[src/rtl/tsv_pkg.sv]
// ----------------------------------------------------------------------------
// tsv_pkg
// Shared types and constants for the timestamp syntax validator.
// ----------------------------------------------------------------------------
package tsv_pkg;

  localparam int unsigned MaxLengthDef = 64;
  localparam int unsigned MinLength    = 20;
  localparam int unsigned QueueDepth   = 2;
  localparam int unsigned QueuePtrW    = $clog2(QueueDepth);
  localparam int unsigned QueueCntW    = $clog2(QueueDepth + 1);

  // character classes produced by the front end
  typedef enum logic [3:0] {
    CLS_DIGIT,
    CLS_DASH,
    CLS_COLON,
    CLS_T,
    CLS_Z,
    CLS_PLUS,
    CLS_DOT,
    CLS_NUL,
    CLS_OTHER
  } char_cls_e;

  typedef enum logic [1:0] {
    ZONE_NONE,
    ZONE_PLUS,
    ZONE_MINUS
  } zone_sign_e;

  typedef struct packed {
    char_cls_e  cls;
    logic [3:0] digit;
    logic       last;
  } token_t;

  // parsed fields of one finished string, handed to the final check
  typedef struct packed {
    logic       form_ok;
    logic [6:0] year_hi;
    logic [6:0] year_lo;
    logic [6:0] month;
    logic [6:0] day;
    logic [6:0] hour;
    logic [6:0] minute;
    logic [6:0] second;
    zone_sign_e zone_sign;
    logic [6:0] zone_hour;
    logic [6:0] zone_minute;
  } snap_t;

endpackage

[src/rtl/tsv_front.sv]
// ----------------------------------------------------------------------------
// tsv_front
// Classifies each incoming byte into a character class and digit value.
// ----------------------------------------------------------------------------
module tsv_front
  import tsv_pkg::*;
(
  input  logic       in_valid_i,
  output logic       in_ready_o,
  input  logic [7:0] char_byte_i,
  input  logic       is_last_i,
  output logic       tok_valid_o,
  output token_t     tok_o,
  input  logic       tok_ready_i
);

  localparam logic [7:0] CharNul   = 8'h00;
  localparam logic [7:0] CharDash  = 8'h2D;
  localparam logic [7:0] CharColon = 8'h3A;
  localparam logic [7:0] CharT     = 8'h54;
  localparam logic [7:0] CharZ     = 8'h5A;
  localparam logic [7:0] CharPlus  = 8'h2B;
  localparam logic [7:0] CharDot   = 8'h2E;
  localparam logic [7:0] CharZero  = 8'h30;
  localparam logic [7:0] CharNine  = 8'h39;

  logic is_digit;

  assign is_digit = (char_byte_i >= CharZero) && (char_byte_i <= CharNine);

  always_comb begin
    tok_o.last  = is_last_i;
    tok_o.digit = is_digit ? char_byte_i[3:0] : 4'h0;
    tok_o.cls   = CLS_OTHER;
    if (is_digit) begin
      tok_o.cls = CLS_DIGIT;
    end else begin
      unique case (char_byte_i)
        CharNul:   tok_o.cls = CLS_NUL;
        CharDash:  tok_o.cls = CLS_DASH;
        CharColon: tok_o.cls = CLS_COLON;
        CharT:     tok_o.cls = CLS_T;
        CharZ:     tok_o.cls = CLS_Z;
        CharPlus:  tok_o.cls = CLS_PLUS;
        CharDot:   tok_o.cls = CLS_DOT;
        default:   tok_o.cls = CLS_OTHER;
      endcase
    end
  end

  assign tok_valid_o = in_valid_i;
  assign in_ready_o  = tok_ready_i;

endmodule

[src/rtl/tsv_queue.sv]
// ----------------------------------------------------------------------------
// tsv_queue
// Small token queue between the classifier and the parser.
// ----------------------------------------------------------------------------
module tsv_queue
  import tsv_pkg::*;
(
  input  logic   clk_i,
  input  logic   rst_ni,
  input  logic   push_valid_i,
  output logic   push_ready_o,
  input  token_t push_tok_i,
  output logic   pop_valid_o,
  output token_t pop_tok_o,
  input  logic   pop_ready_i
);

  token_t                 mem_q [QueueDepth];
  logic [QueuePtrW-1:0]   wr_ptr_q, rd_ptr_q;
  logic [QueueCntW-1:0]   count_q;
  logic                   push, pop;

  assign push_ready_o = (count_q != QueueCntW'(QueueDepth));
  assign pop_valid_o  = (count_q != '0);
  assign pop_tok_o    = mem_q[rd_ptr_q];
  assign push         = push_valid_i && push_ready_o;
  assign pop          = pop_valid_o && pop_ready_i;

  always_ff @(posedge clk_i or negedge rst_ni) begin
    if (!rst_ni) begin
      wr_ptr_q <= '0;
      rd_ptr_q <= '0;
      count_q  <= '0;
    end else begin
      if (push) begin
        wr_ptr_q <= wr_ptr_q + 1'b1;
      end
      if (pop) begin
        rd_ptr_q <= rd_ptr_q + 1'b1;
      end
      if (push && !pop) begin
        count_q <= count_q + 1'b1;
      end else if (pop && !push) begin
        count_q <= count_q - 1'b1;
      end
    end
  end

  always_ff @(posedge clk_i) begin
    if (push) begin
      mem_q[wr_ptr_q] <= push_tok_i;
    end
  end

endmodule

[src/rtl/tsv_back.sv]
// ----------------------------------------------------------------------------
// tsv_back
// Parser: walks the form and fills fields, one token per cycle; last may stall.
// ----------------------------------------------------------------------------
module tsv_back
  import tsv_pkg::*;
#(
  parameter int unsigned MAX_LENGTH = MaxLengthDef
) (
  input  logic   clk_i,
  input  logic   rst_ni,
  input  logic   tok_valid_i,
  input  token_t tok_i,
  output logic   tok_ready_o,
  output logic   snap_valid_o,
  output snap_t  snap_o,
  input  logic   snap_ready_i
);

  localparam int unsigned PosW = $clog2(MAX_LENGTH + 1);

  typedef enum logic [3:0] {
    PH_FIXED,
    PH_AFTER_SEC,
    PH_DOT,
    PH_FRAC,
    PH_ZH1,
    PH_ZH2,
    PH_ZCOLON,
    PH_ZM1,
    PH_ZM2,
    PH_DONE
  } phase_e;

  logic [PosW-1:0] pos_q, pos_d;
  phase_e          phase_q, phase_d;
  logic [6:0]      year_hi_q, year_hi_d, year_lo_q, year_lo_d;
  logic [6:0]      month_q, month_d, day_q, day_d;
  logic [6:0]      hour_q, hour_d, minute_q, minute_d, second_q, second_d;
  zone_sign_e      zsign_q, zsign_d;
  logic [6:0]      zhour_q, zhour_d, zmin_q, zmin_d;
  logic            err_q, err_d;
  logic            consume, is_dig;

  function automatic logic [6:0] acc10(input logic [6:0] v, input logic [3:0] d);
    acc10 = 7'(({3'b000, v} * 10'd10) + {6'b000000, d});
  endfunction

  assign is_dig       = (tok_i.cls == CLS_DIGIT);
  assign tok_ready_o  = !tok_i.last || snap_ready_i;
  assign consume      = tok_valid_i && tok_ready_o;
  assign snap_valid_o = consume && tok_i.last;

  always_comb begin
    pos_d     = pos_q;
    phase_d   = phase_q;
    year_hi_d = year_hi_q;
    year_lo_d = year_lo_q;
    month_d   = month_q;
    day_d     = day_q;
    hour_d    = hour_q;
    minute_d  = minute_q;
    second_d  = second_q;
    zsign_d   = zsign_q;
    zhour_d   = zhour_q;
    zmin_d    = zmin_q;
    err_d     = err_q;

    if (tok_i.cls == CLS_NUL) begin
      err_d = 1'b1;
    end
    // length saturates at the limit and flags
    if (pos_q >= PosW'(MAX_LENGTH)) begin
      err_d = 1'b1;
    end else begin
      pos_d = pos_q + 1'b1;
    end

    if (!err_d) begin
      unique case (phase_q)
        PH_FIXED: begin
          if (pos_q == PosW'(4) || pos_q == PosW'(7)) begin
            if (tok_i.cls != CLS_DASH) err_d = 1'b1;
          end else if (pos_q == PosW'(10)) begin
            if (tok_i.cls != CLS_T) err_d = 1'b1;
          end else if (pos_q == PosW'(13) || pos_q == PosW'(16)) begin
            if (tok_i.cls != CLS_COLON) err_d = 1'b1;
          end else if (!is_dig || pos_q > PosW'(18)) begin
            err_d = 1'b1;
          end else begin
            // year kept as two two-digit halves
            if (pos_q < PosW'(2)) year_hi_d = acc10(year_hi_q, tok_i.digit);
            else if (pos_q < PosW'(4)) year_lo_d = acc10(year_lo_q, tok_i.digit);
            else if (pos_q < PosW'(7)) month_d = acc10(month_q, tok_i.digit);
            else if (pos_q < PosW'(10)) day_d = acc10(day_q, tok_i.digit);
            else if (pos_q < PosW'(13)) hour_d = acc10(hour_q, tok_i.digit);
            else if (pos_q < PosW'(16)) minute_d = acc10(minute_q, tok_i.digit);
            else second_d = acc10(second_q, tok_i.digit);
            if (pos_q == PosW'(18)) phase_d = PH_AFTER_SEC;
          end
        end
        PH_AFTER_SEC, PH_FRAC: begin
          if (phase_q == PH_AFTER_SEC && tok_i.cls == CLS_DOT) begin
            phase_d = PH_DOT;
          end else if (phase_q == PH_FRAC && is_dig) begin
            phase_d = PH_FRAC;
          end else if (tok_i.cls == CLS_Z) begin
            phase_d = PH_DONE;
          end else if (tok_i.cls == CLS_PLUS) begin
            zsign_d = ZONE_PLUS;
            phase_d = PH_ZH1;
          end else if (tok_i.cls == CLS_DASH) begin
            zsign_d = ZONE_MINUS;
            phase_d = PH_ZH1;
          end else begin
            err_d = 1'b1;
          end
        end
        PH_DOT: begin
          if (is_dig) phase_d = PH_FRAC;
          else err_d = 1'b1;
        end
        PH_ZH1, PH_ZH2: begin
          if (is_dig) begin
            zhour_d = acc10(zhour_q, tok_i.digit);
            phase_d = (phase_q == PH_ZH1) ? PH_ZH2 : PH_ZCOLON;
          end else begin
            err_d = 1'b1;
          end
        end
        PH_ZCOLON: begin
          if (tok_i.cls == CLS_COLON) phase_d = PH_ZM1;
          else err_d = 1'b1;
        end
        PH_ZM1, PH_ZM2: begin
          if (is_dig) begin
            zmin_d  = acc10(zmin_q, tok_i.digit);
            phase_d = (phase_q == PH_ZM1) ? PH_ZM2 : PH_DONE;
          end else begin
            err_d = 1'b1;
          end
        end
        default: err_d = 1'b1;
      endcase
    end
  end

  always_comb begin
    snap_o.form_ok     = !err_d && (phase_d == PH_DONE) && (pos_d >= PosW'(MinLength));
    snap_o.year_hi     = year_hi_d;
    snap_o.year_lo     = year_lo_d;
    snap_o.month       = month_d;
    snap_o.day         = day_d;
    snap_o.hour        = hour_d;
    snap_o.minute      = minute_d;
    snap_o.second      = second_d;
    snap_o.zone_sign   = zsign_d;
    snap_o.zone_hour   = zhour_d;
    snap_o.zone_minute = zmin_d;
  end

  always_ff @(posedge clk_i or negedge rst_ni) begin
    if (!rst_ni) begin
      pos_q     <= '0;
      phase_q   <= PH_FIXED;
      year_hi_q <= '0;
      year_lo_q <= '0;
      month_q   <= '0;
      day_q     <= '0;
      hour_q    <= '0;
      minute_q  <= '0;
      second_q  <= '0;
      zsign_q   <= ZONE_NONE;
      zhour_q   <= '0;
      zmin_q    <= '0;
      err_q     <= 1'b0;
    end else if (consume) begin
      if (tok_i.last) begin
        // string finished, start fresh on the next byte
        pos_q     <= '0;
        phase_q   <= PH_FIXED;
        year_hi_q <= '0;
        year_lo_q <= '0;
        month_q   <= '0;
        day_q     <= '0;
        hour_q    <= '0;
        minute_q  <= '0;
        second_q  <= '0;
        zsign_q   <= ZONE_NONE;
        zhour_q   <= '0;
        zmin_q    <= '0;
        err_q     <= 1'b0;
      end else begin
        pos_q     <= pos_d;
        phase_q   <= phase_d;
        year_hi_q <= year_hi_d;
        year_lo_q <= year_lo_d;
        month_q   <= month_d;
        day_q     <= day_d;
        hour_q    <= hour_d;
        minute_q  <= minute_d;
        second_q  <= second_d;
        zsign_q   <= zsign_d;
        zhour_q   <= zhour_d;
        zmin_q    <= zmin_d;
        err_q     <= err_d;
      end
    end
  end

  a_pos_bound: assert property (@(posedge clk_i) disable iff (!rst_ni)
    pos_q <= PosW'(MAX_LENGTH))
    else $error("byte position beyond length limit");

  a_clear_after_last: assert property (@(posedge clk_i) disable iff (!rst_ni)
    (consume && tok_i.last) |=> (pos_q == '0) && (phase_q == PH_FIXED) && !err_q)
    else $error("parser state not cleared after final byte");

  a_err_sticky: assert property (@(posedge clk_i) disable iff (!rst_ni)
    (err_q && !(consume && tok_i.last)) |=> err_q)
    else $error("error flag dropped within a string");

  a_snap_taken: assert property (@(posedge clk_i) disable iff (!rst_ni)
    snap_valid_o |-> snap_ready_i)
    else $error("snapshot offered while check stage is busy");

endmodule

[src/rtl/tsv_check.sv]
// ----------------------------------------------------------------------------
// tsv_check
// Final range and calendar check on a finished string, with output register.
// ----------------------------------------------------------------------------
module tsv_check
  import tsv_pkg::*;
(
  input  logic  clk_i,
  input  logic  rst_ni,
  input  logic  snap_valid_i,
  input  snap_t snap_i,
  output logic  snap_ready_o,
  output logic  out_valid_o,
  output logic  valid_res_o,
  input  logic  out_ready_i
);

  localparam logic [19:0] LastSecOfDay = 20'd86399;

  logic        snap_vld_q;
  snap_t       snap_q;
  logic        out_vld_q, res_q;
  logic        out_free, verdict;
  logic        leap, zone_ok, cal_ok, time_ok, edge_ok;
  logic [4:0]  max_day;
  logic [18:0] sod, off;
  logic [19:0] sod_late;

  function automatic logic [4:0] month_days(input logic [6:0] m, input logic lp);
    logic [4:0] d;
    unique case (m)
      7'd2:                      d = lp ? 5'd29 : 5'd28;
      7'd4, 7'd6, 7'd9, 7'd11:   d = 5'd30;
      default:                   d = 5'd31;
    endcase
    month_days = d;
  endfunction

  always_comb begin
    // year = hi*100 + lo, and 100 is a multiple of four
    leap = (snap_q.year_lo[1:0] == 2'b00) &&
           ((snap_q.year_lo != 7'd0) || (snap_q.year_hi[1:0] == 2'b00));
    max_day = month_days(snap_q.month, leap);

    zone_ok = (snap_q.zone_sign == ZONE_NONE) ||
              ((snap_q.zone_hour <= 7'd23) && (snap_q.zone_minute <= 7'd59) &&
               !((snap_q.zone_sign == ZONE_MINUS) && (snap_q.zone_hour == 7'd0) &&
                 (snap_q.zone_minute == 7'd0)));
    cal_ok  = (snap_q.month >= 7'd1) && (snap_q.month <= 7'd12) &&
              (snap_q.day >= 7'd1) && (snap_q.day <= 7'(max_day));
    time_ok = (snap_q.hour <= 7'd23) && (snap_q.minute <= 7'd59) &&
              (snap_q.second <= 7'd60);

    sod = 19'(snap_q.hour) * 19'd3600 + 19'(snap_q.minute) * 19'd60 +
          19'(snap_q.second);
    off = 19'(snap_q.zone_hour) * 19'd3600 + 19'(snap_q.zone_minute) * 19'd60;
    sod_late = 20'(sod) + 20'(off);

    // only the first and last representable dates can leave the range
    edge_ok = 1'b1;
    if ((snap_q.year_hi == 7'd0) && (snap_q.year_lo == 7'd0) &&
        (snap_q.month == 7'd1) && (snap_q.day == 7'd1) &&
        (snap_q.zone_sign == ZONE_PLUS) && (sod < off)) begin
      edge_ok = 1'b0;
    end
    // a leap second on the last day can overflow even without an offset
    if ((snap_q.year_hi == 7'd99) && (snap_q.year_lo == 7'd99) &&
        (snap_q.month == 7'd12) && (snap_q.day == 7'd31) &&
        (((snap_q.zone_sign == ZONE_PLUS) &&
          (20'(sod) > 20'(off) + LastSecOfDay)) ||
         ((snap_q.zone_sign != ZONE_PLUS) && (sod_late > LastSecOfDay)))) begin
      edge_ok = 1'b0;
    end

    verdict = snap_q.form_ok && zone_ok && cal_ok && time_ok && edge_ok;
  end

  assign out_free     = !out_vld_q || out_ready_i;
  assign snap_ready_o = !snap_vld_q || out_free;
  assign out_valid_o  = out_vld_q;
  assign valid_res_o  = res_q;

  always_ff @(posedge clk_i or negedge rst_ni) begin
    if (!rst_ni) begin
      snap_vld_q <= 1'b0;
      out_vld_q  <= 1'b0;
    end else begin
      if (snap_ready_o) begin
        snap_vld_q <= snap_valid_i;
      end
      if (out_free) begin
        out_vld_q <= snap_vld_q;
      end
    end
  end

  always_ff @(posedge clk_i) begin
    if (snap_ready_o && snap_valid_i) begin
      snap_q <= snap_i;
    end
    if (out_free && snap_vld_q) begin
      res_q <= verdict;
    end
  end

endmodule

[src/rtl/timestamp_syntax_validator.sv]
// ----------------------------------------------------------------------------
// timestamp_syntax_validator
// Byte-serial checker for date-time strings with zone offset.
//
//   channel | handshake               | payload
//   --------+-------------------------+---------------------------
//   input   | in_valid_i / in_ready_o | char_byte_i, is_last_i
//   output  | out_valid_o/out_ready_i | valid_res_o
//
// One byte is taken per cycle while in_ready_o is high. A string's verdict
// passes the token queue and the check stage's snapshot and output registers.
// The next string may start right after the last byte of the previous one.
// Reset clears all control and parser state; no clearing pass is needed.
// A stalled output backs up through the check stage and the two-entry
// token queue before in_ready_o drops.
// ----------------------------------------------------------------------------
module timestamp_syntax_validator
  import tsv_pkg::*;
#(
  parameter int unsigned MAX_LENGTH = MaxLengthDef
) (
  input  logic       clk_i,
  input  logic       rst_ni,
  input  logic       in_valid_i,
  output logic       in_ready_o,
  input  logic [7:0] char_byte_i,
  input  logic       is_last_i,
  output logic       out_valid_o,
  input  logic       out_ready_i,
  output logic       valid_res_o
);

  logic   fr_valid, fr_ready;
  token_t fr_tok;
  logic   q_valid, q_ready;
  token_t q_tok;
  logic   snap_valid, snap_ready;
  snap_t  snap;

  tsv_front u_front (
    .in_valid_i  (in_valid_i),
    .in_ready_o  (in_ready_o),
    .char_byte_i (char_byte_i),
    .is_last_i   (is_last_i),
    .tok_valid_o (fr_valid),
    .tok_o       (fr_tok),
    .tok_ready_i (fr_ready)
  );

  tsv_queue u_queue (
    .clk_i        (clk_i),
    .rst_ni       (rst_ni),
    .push_valid_i (fr_valid),
    .push_ready_o (fr_ready),
    .push_tok_i   (fr_tok),
    .pop_valid_o  (q_valid),
    .pop_tok_o    (q_tok),
    .pop_ready_i  (q_ready)
  );

  tsv_back #(
    .MAX_LENGTH (MAX_LENGTH)
  ) u_back (
    .clk_i        (clk_i),
    .rst_ni       (rst_ni),
    .tok_valid_i  (q_valid),
    .tok_i        (q_tok),
    .tok_ready_o  (q_ready),
    .snap_valid_o (snap_valid),
    .snap_o       (snap),
    .snap_ready_i (snap_ready)
  );

  tsv_check u_check (
    .clk_i        (clk_i),
    .rst_ni       (rst_ni),
    .snap_valid_i (snap_valid),
    .snap_i       (snap),
    .snap_ready_o (snap_ready),
    .out_valid_o  (out_valid_o),
    .valid_res_o  (valid_res_o),
    .out_ready_i  (out_ready_i)
  );

endmodule

[config.mk]
export PLATFORM = sky130hd
export DESIGN_NAME = timestamp_syntax_validator
export DESIGN_NICKNAME = d
export VERILOG_FILES = /design/src/rtl/tsv_pkg.sv /design/src/rtl/tsv_front.sv /design/src/rtl/tsv_queue.sv /design/src/rtl/tsv_back.sv /design/src/rtl/tsv_check.sv /design/src/rtl/timestamp_syntax_validator.sv
export SDC_FILE = /design/constraint.sdc
export NUM_CORES = 1
export LEC_CHECK = 0
export BUFFER_PORTS_ARGS = -buffer_cell sky130_fd_sc_hd__buf_2
export CAP_MARGIN = 0
export CELL_PAD_IN_SITES_DETAIL_PLACEMENT = 0
export CELL_PAD_IN_SITES_GLOBAL_PLACEMENT = 2
export CORE_AREA = 2 2 201 203
export CTS_BUF_LIST = sky130_fd_sc_hd__clkbuf_16
export CTS_CLUSTER_SIZE = 12
export DETAILED_ROUTE_END_ITERATION = 7
export DIE_AREA = 0 0 203 205
export PLACE_DENSITY_LB_ADDON = 0.1
export SETUP_SLACK_MARGIN = 0.4
export SLEW_MARGIN = 20
export SYNTH_ARGS = -nofsm -noshare
export SYNTH_HDL_FRONTEND = slang
export SYNTH_HIERARCHICAL = 1
export SYNTH_SLANG_ARGS = --single-unit
[constraint.sdc]
create_clock -name clk_i -period 7.45 [get_ports clk_i]
set_clock_uncertainty 0.15 [all_clocks]
set_input_delay 1.49 -clock clk_i [delete_from_list [all_inputs] [get_ports clk_i]]
set_output_delay 1.49 -clock clk_i [all_outputs]
set_load 0.02 [all_outputs]
==> flow_summary.json, run 1 <==
{
  "io_buffers": 15,
  "synth_top_area_share_pct": 19.6,
  "cts_max_level": 4,
  "status": "finished, final reports clean",
  "start_util_pct": 42.7,
  "dr.first_iter.drc_count": 741,
  "worst-path-max-fanout": 5,
  "start_kind": "register",
  "avgRoutedWirePerCell_um": 17.8,
  "wl_um": 40400,
  "holdBufCountCts": 0,
  "dieArea_um2": 41600,
  "cp-end-kind": "register",
  "setup_viol": 0,
  "regMostFlops": "u_check/snap_q",
  "period_share_pct": 89.7,
  "async_reset_ff_share_pct": 49.4,
  "synth_edf_count": 85,
  "grt_pass1_wl_um": 66800,
  "grt_max_degree": 67,
  "layout.nets": 2068,
  "final.setup.tns_ns": 0,
  "synth_ff_type": "edfxtp_1",
  "cts_max_path_buffers": 2,
  "drc": 0,
  "antenna_found_initial": 0,
  "die_w_um": 203,
  "dr.pass1.iters": 5,
  "cp.required_ns": 7.49,
  "hold_path_class": "register to register",
  "max_freq_ghz": 0.150,
  "largest_reg_flops": 66,
  "cp.arrival_ns": 6.72,
  "synth_common_cells": "ha_1, inv_1, nand2_1, xnor2_1, o21ai_0",
  "cap_violations": 0,
  "netlist_instances": 1734,
  "yosys.cell_count.top_type": "ha_1",
  "final-hold-violation-count": 0,
  "report.final.slew_viol_count": 0,
  "grt_setup_unrepaired": "no",
  "final_antenna_net_count": 0,
  "ys_ff_latch": 168,
  "drive_gt1_share_pct": 9.89,
  "ys_types": 103,
  "synth.area.top_cells": "ha_1, edfxtp_1, dfrtp_1, fa_1, xnor2_1",
  "vias": 12374,
  "grt_pass1_vias": 12120,
  "overflow": 0,
  "cts_buffers": 17,
  "hold_slack_ns": 0.336,
  "avgViaCountPerCell": 5.44,
  "relSlewSlack_pct": 25.3,
  "synth_area_um2": 16800,
  "cts_tree": "done",
  "fp.dieH_um": 205,
  "gp_congestion": 0.815,
  "ys_seq_area_share_pct": 27.5,
  "clock-sinks": 168,
  "synthesis.nets": 2066,
  "grtUsageTotal_pct": 20.3,
  "num_rows": 73,
  "cts_root_buf": "clkbuf_16",
  "ioPinCount": 16,
  "clk_latency_ns": 0.45,
  "syn_to_final_growth_pct": 8.22,
  "path_class": "register to register",
  "synth_top_area_cell": "ha_1",
  "timing.final.crit_period_ns": 6.68,
  "clk_pin_slew_ns": 0.06,
  "worstMarginPinSlew_ns": 1.11,
  "dp_hpwl_um": 31300,
  "antenna_cells": 0,
  "reg.largest.list": "u_check/snap_q (66), u_queue/mem_q (18)",
  "yosysWarnings": 6,
  "core_um2": 39400,
  "syn-mean-instance-area_um2": 9.70
}
-- worst max-delay path: stages (launching register included) --
cell and delay (ns):
edfxtp_1 0.45, fa_1 0.56, inv_1 0.05, fa_1 0.47
inv_1 0.06, ha_1 0.27, a21o_1 0.18, a21oi_1 0.22
o21bai_1 0.11, a21oi_2 0.19, o21bai_1 0.08, a21oi_1 0.18
xnor2_1 0.17, ha_1 0.27, ha_2 0.38, o221ai_1 0.12
a21o_1 0.19, a21oi_2 0.23, xor2_2 0.14, ha_1 0.31
inv_1 0.04, a2111oi_0 0.40, a211oi_1 0.17, o31a_1 0.26
o211ai_1 0.33, a41oi_2 0.18, o21ai_0 0.15, o32ai_1 0.12
-- metal layers --
layer  part of all wire, %  GRT usage, %
met2                    46          33.5
met1                    50          29.1
met5                     0             0
met3                   2.2          1.56
met4                   1.1          4.85
-- cell families after synthesis --
logic type,count (synthesis),synth area share [%]
compound gates,405,16.7
buf+inv,222,5.18
simple gates,427,13.2
mux,36,2.37
fa+ha+maj,319,26.2
xor+xnor,157,8.84
flops,168,27.5
-- final cells by class --
class / count / area, um2
clock buffers: 17 / 425
inverters: 173 / 649
repair buffers: 32 / 218
clock inverters: 15 / 200
multi-input cells: 1344 / 11400
well taps: 525 / 657
flip-flops and latches: 168 / 4630
fillers: 3765 / 21200
-- through the flow --
stage / std cells / setup slack [ns] / utilization, % / area (um2)
after floorplan: 1734 / 1.28 / - / 16800
after global placement: 2233 / 0.718 / 44.2 / 17400
after detailed placement: 2233 / 0.584 / 44.2 / 17400
after CTS: 2265 / 0.542 / 45.8 / 18000
after global routing: 2274 / 0.389 / 46.2 / 18200
final: 2274 / 0.769 / 46.2 / 18200
-- cell usage in the layout, fill, tap and decap left out, types with 8 or more instances in the layout --
cell       instances
inv_1            166
clkbuf_16         17
and3_1             9
a21oi_1           84
nand2_1          152
nand4_1           12
buf_2             14
ha_1             261
nor4_1            17
nor2b_1           20
xor2_1            28
buf_4             17
a32o_1             8
edfxtp_1          85
dfrtp_1           83
nor3_1            25
o21a_1            14
o21bai_1          15
a21o_1            26
nand3b_1          10
a21oi_2            9
nor3b_1           11
a22o_1            21
o211ai_1          18
xnor2_1          114
nand3_1           21
fa_1              56
a31oi_1           17
or3_1             12
a32oi_1            9
mux2_2            30
nand2b_1          15
nor2_1            65
o21ai_0           89
-- path summary, 6_finish.rpt --
kind / slack, ns / start / depth (start not counted) / to
max: 0.77 / u_check/snap_q[24] / 27 / u_check/valid_res_o
min: 0.34 / u_back/year_lo_q[6] / 2 / u_back/year_lo_q[6]
max reg2reg: 0.77 / u_check/snap_q[24] / 27 / u_check/valid_res_o
min reg2reg: 0.34 / u_back/year_lo_q[6] / 2 / u_back/year_lo_q[6]
max in group asynchronous: 5.18 / rst_ni / 2 / u_back/day_q[6]
min in group asynchronous: 0.83 / rst_ni / 1 / u_back/zhour_q[1]
-- what timing repair did --
action,in CTS,in global routing
setup endpoints to repair,0,1
setup buffers,0,9
gates resized for setup,0,24
Power of run 1 is not shown: default switching activity piles up to over one toggle a cycle in this logic, so the estimate is an artifact.
==> inputs of run 2 (changes only) <==
Settings changed: CORE_AREA 2 2 201 203 to 2 2 195 197, DIE_AREA 0 0 203 205 to 0 0 197 199, PLACE_DENSITY_LB_ADDON 0.1 to 0.2, REMOVE_ABC_BUFFERS set to 1.
Clock period 7.45 ns to 8.65 ns, I/O delays scaled along.
==> run 2 against run 1 <==
Net effect:
- critical path depth grew 2
- critical path type unchanged
- sequential share of layout area grew 0.46 points
- critical endpoint unchanged
- global-route usage grew 0.81 points
- largest cell class unchanged
==> flow_summary.json, run 2 (synthesis results as in run 1) <==
{
  "status": "finished, final reports clean",
  "report.final.slew_viol_count": 0,
  "die_w_um": 197,
  "grt_pass1_wl_um": 65600,
  "drc": 0,
  "grt_max_degree": 67,
  "cts_tree": "done",
  "period_share_pct": 79.1,
  "dp_hpwl_um": 30500,
  "layout.nets": 2059,
  "path_delay_family": "compound AO/OA/AOI/OAI gates",
  "cp_slowest_stage_delay_ns": 0.58,
  "holdBufCountCts": 0,
  "dr.first_iter.drc_count": 725,
  "avgRoutedWirePerCell_um": 17.9,
  "dieArea_um2": 39200,
  "cap_violations": 0,
  "gp_congestion": 0.918,
  "io_buffers": 15,
  "dr.pass1.iters": 4,
  "cp.required_ns": 8.75,
  "cts_buffers": 17,
  "core_um2": 37100,
  "wl_um": 39600,
  "clk_pin_slew_ns": 0.06,
  "cts_max_path_buffers": 2,
  "reg.largest.list": "u_check/snap_q (66), u_queue/mem_q (18)",
  "grt_pass1_vias": 12232,
  "overflow": 0,
  "place_ws_ns": 1.84,
  "largest_reg_flops": 66,
  "setup_viol": 0,
  "relSlewSlack_pct": 34.6,
  "num_rows": 71,
  "fp.dieH_um": 199,
  "layout_setup_ws_ns": 1.81,
  "grtUsageTotal_pct": 21.1,
  "clock-sinks": 168,
  "syn_to_final_growth_pct": 6.32,
  "vias": 12276,
  "final_common_cell": "ha_1",
  "max_freq_ghz": 0.146,
  "final_cell_mix": "ha_1, inv_1, nand2_1",
  "cp_common_cell": "a21oi_1",
  "postCtsResizedCells": 0,
  "cts_max_level": 4,
  "worstMarginPinSlew_ns": 0.976,
  "regMostFlops": "u_check/snap_q",
  "worst-path-max-fanout": 9,
  "timing.final.crit_period_ns": 6.84,
  "critical-path-slowest-cell": "fa_1",
  "path_class": "register to register",
  "start_kind": "register",
  "final-hold-violation-count": 0,
  "cts_root_buf": "clkbuf_16",
  "start_util_pct": 45.3,
  "final.setup.tns_ns": 0,
  "post_cts_buffers": 0,
  "avgViaCountPerCell": 5.55,
  "grt_setup_unrepaired": "no",
  "final_antenna_net_count": 0,
  "path_buf_inv": 0,
  "cp.arrival_ns": 6.94,
  "ioPinCount": 16,
  "drive_gt1_share_pct": 7.99,
  "antenna_found_initial": 0,
  "clk_latency_ns": 0.44,
  "cp-end-kind": "register",
  "hold_path_class": "register to register",
  "antenna_cells": 0
}
## run 2: routing by layer
metal | part of all wire, % | vias up | global-route usage (%)
li1 | - | 6207 | -
met1 | 48 | 5851 | 29.4
met2 | 47 | 184 | 35.2
met3 | 3.5 | 34 | 2.53
met4 | 1.5 | 0 | 4.90
met5 | 0 | - | 0
## run 2: cell type report
cell class / count / area, um2
Clock inverter: 14 / 118
Fill cell: 3526 / 19200
Tap cell: 474 / 593
Multi-Input combinational cell: 1344 / 11300
Inverter: 173 / 649
Sequential cell: 168 / 4630
Clock buffer: 17 / 425
Timing Repair Buffer: 23 / 138
## run 2: final timing paths
| path | startpoint | endpoint | slack (ns) | cells past startpoint |
|---|---|---|---|---|
| min in group asynchronous | rst_ni | u_back/day_q[2] | 1.03 | 1 |
| max in group asynchronous | rst_ni | u_back/zsign_q[1] | 6.11 | 2 |
| worst max register to register | u_check/snap_q[0] | u_check/valid_res_o | 1.81 | 29 |
| worst max-delay path | u_check/snap_q[0] | u_check/valid_res_o | 1.81 | 29 |
| worst min register to register | u_back/year_lo_q[6] | u_back/year_lo_q[6] | 0.33 | 2 |
| worst min-delay path | u_back/year_lo_q[6] | u_back/year_lo_q[6] | 0.33 | 2 |
## run 2: metrics by stage
stage                     instances  util (%)  hold slack [ns]  cell area (um2)
after global placement         2182      46.7            0.321            17300
after detailed placement       2182      46.7            0.322            17300
after floorplan                1685         -            0.299            16600
after CTS                      2213      48.2            0.338            17900
final                          2213      48.2            0.330            17900
after global routing           2213      48.2            0.363            17900
## run 2: worst min-delay path, cell delays in order (launching register included)
cell	delay (ns)
dfrtp_1	0.34
nand2_1	0.05
o21ai_0	0.06
Power of run 2 is left out for the same reason.
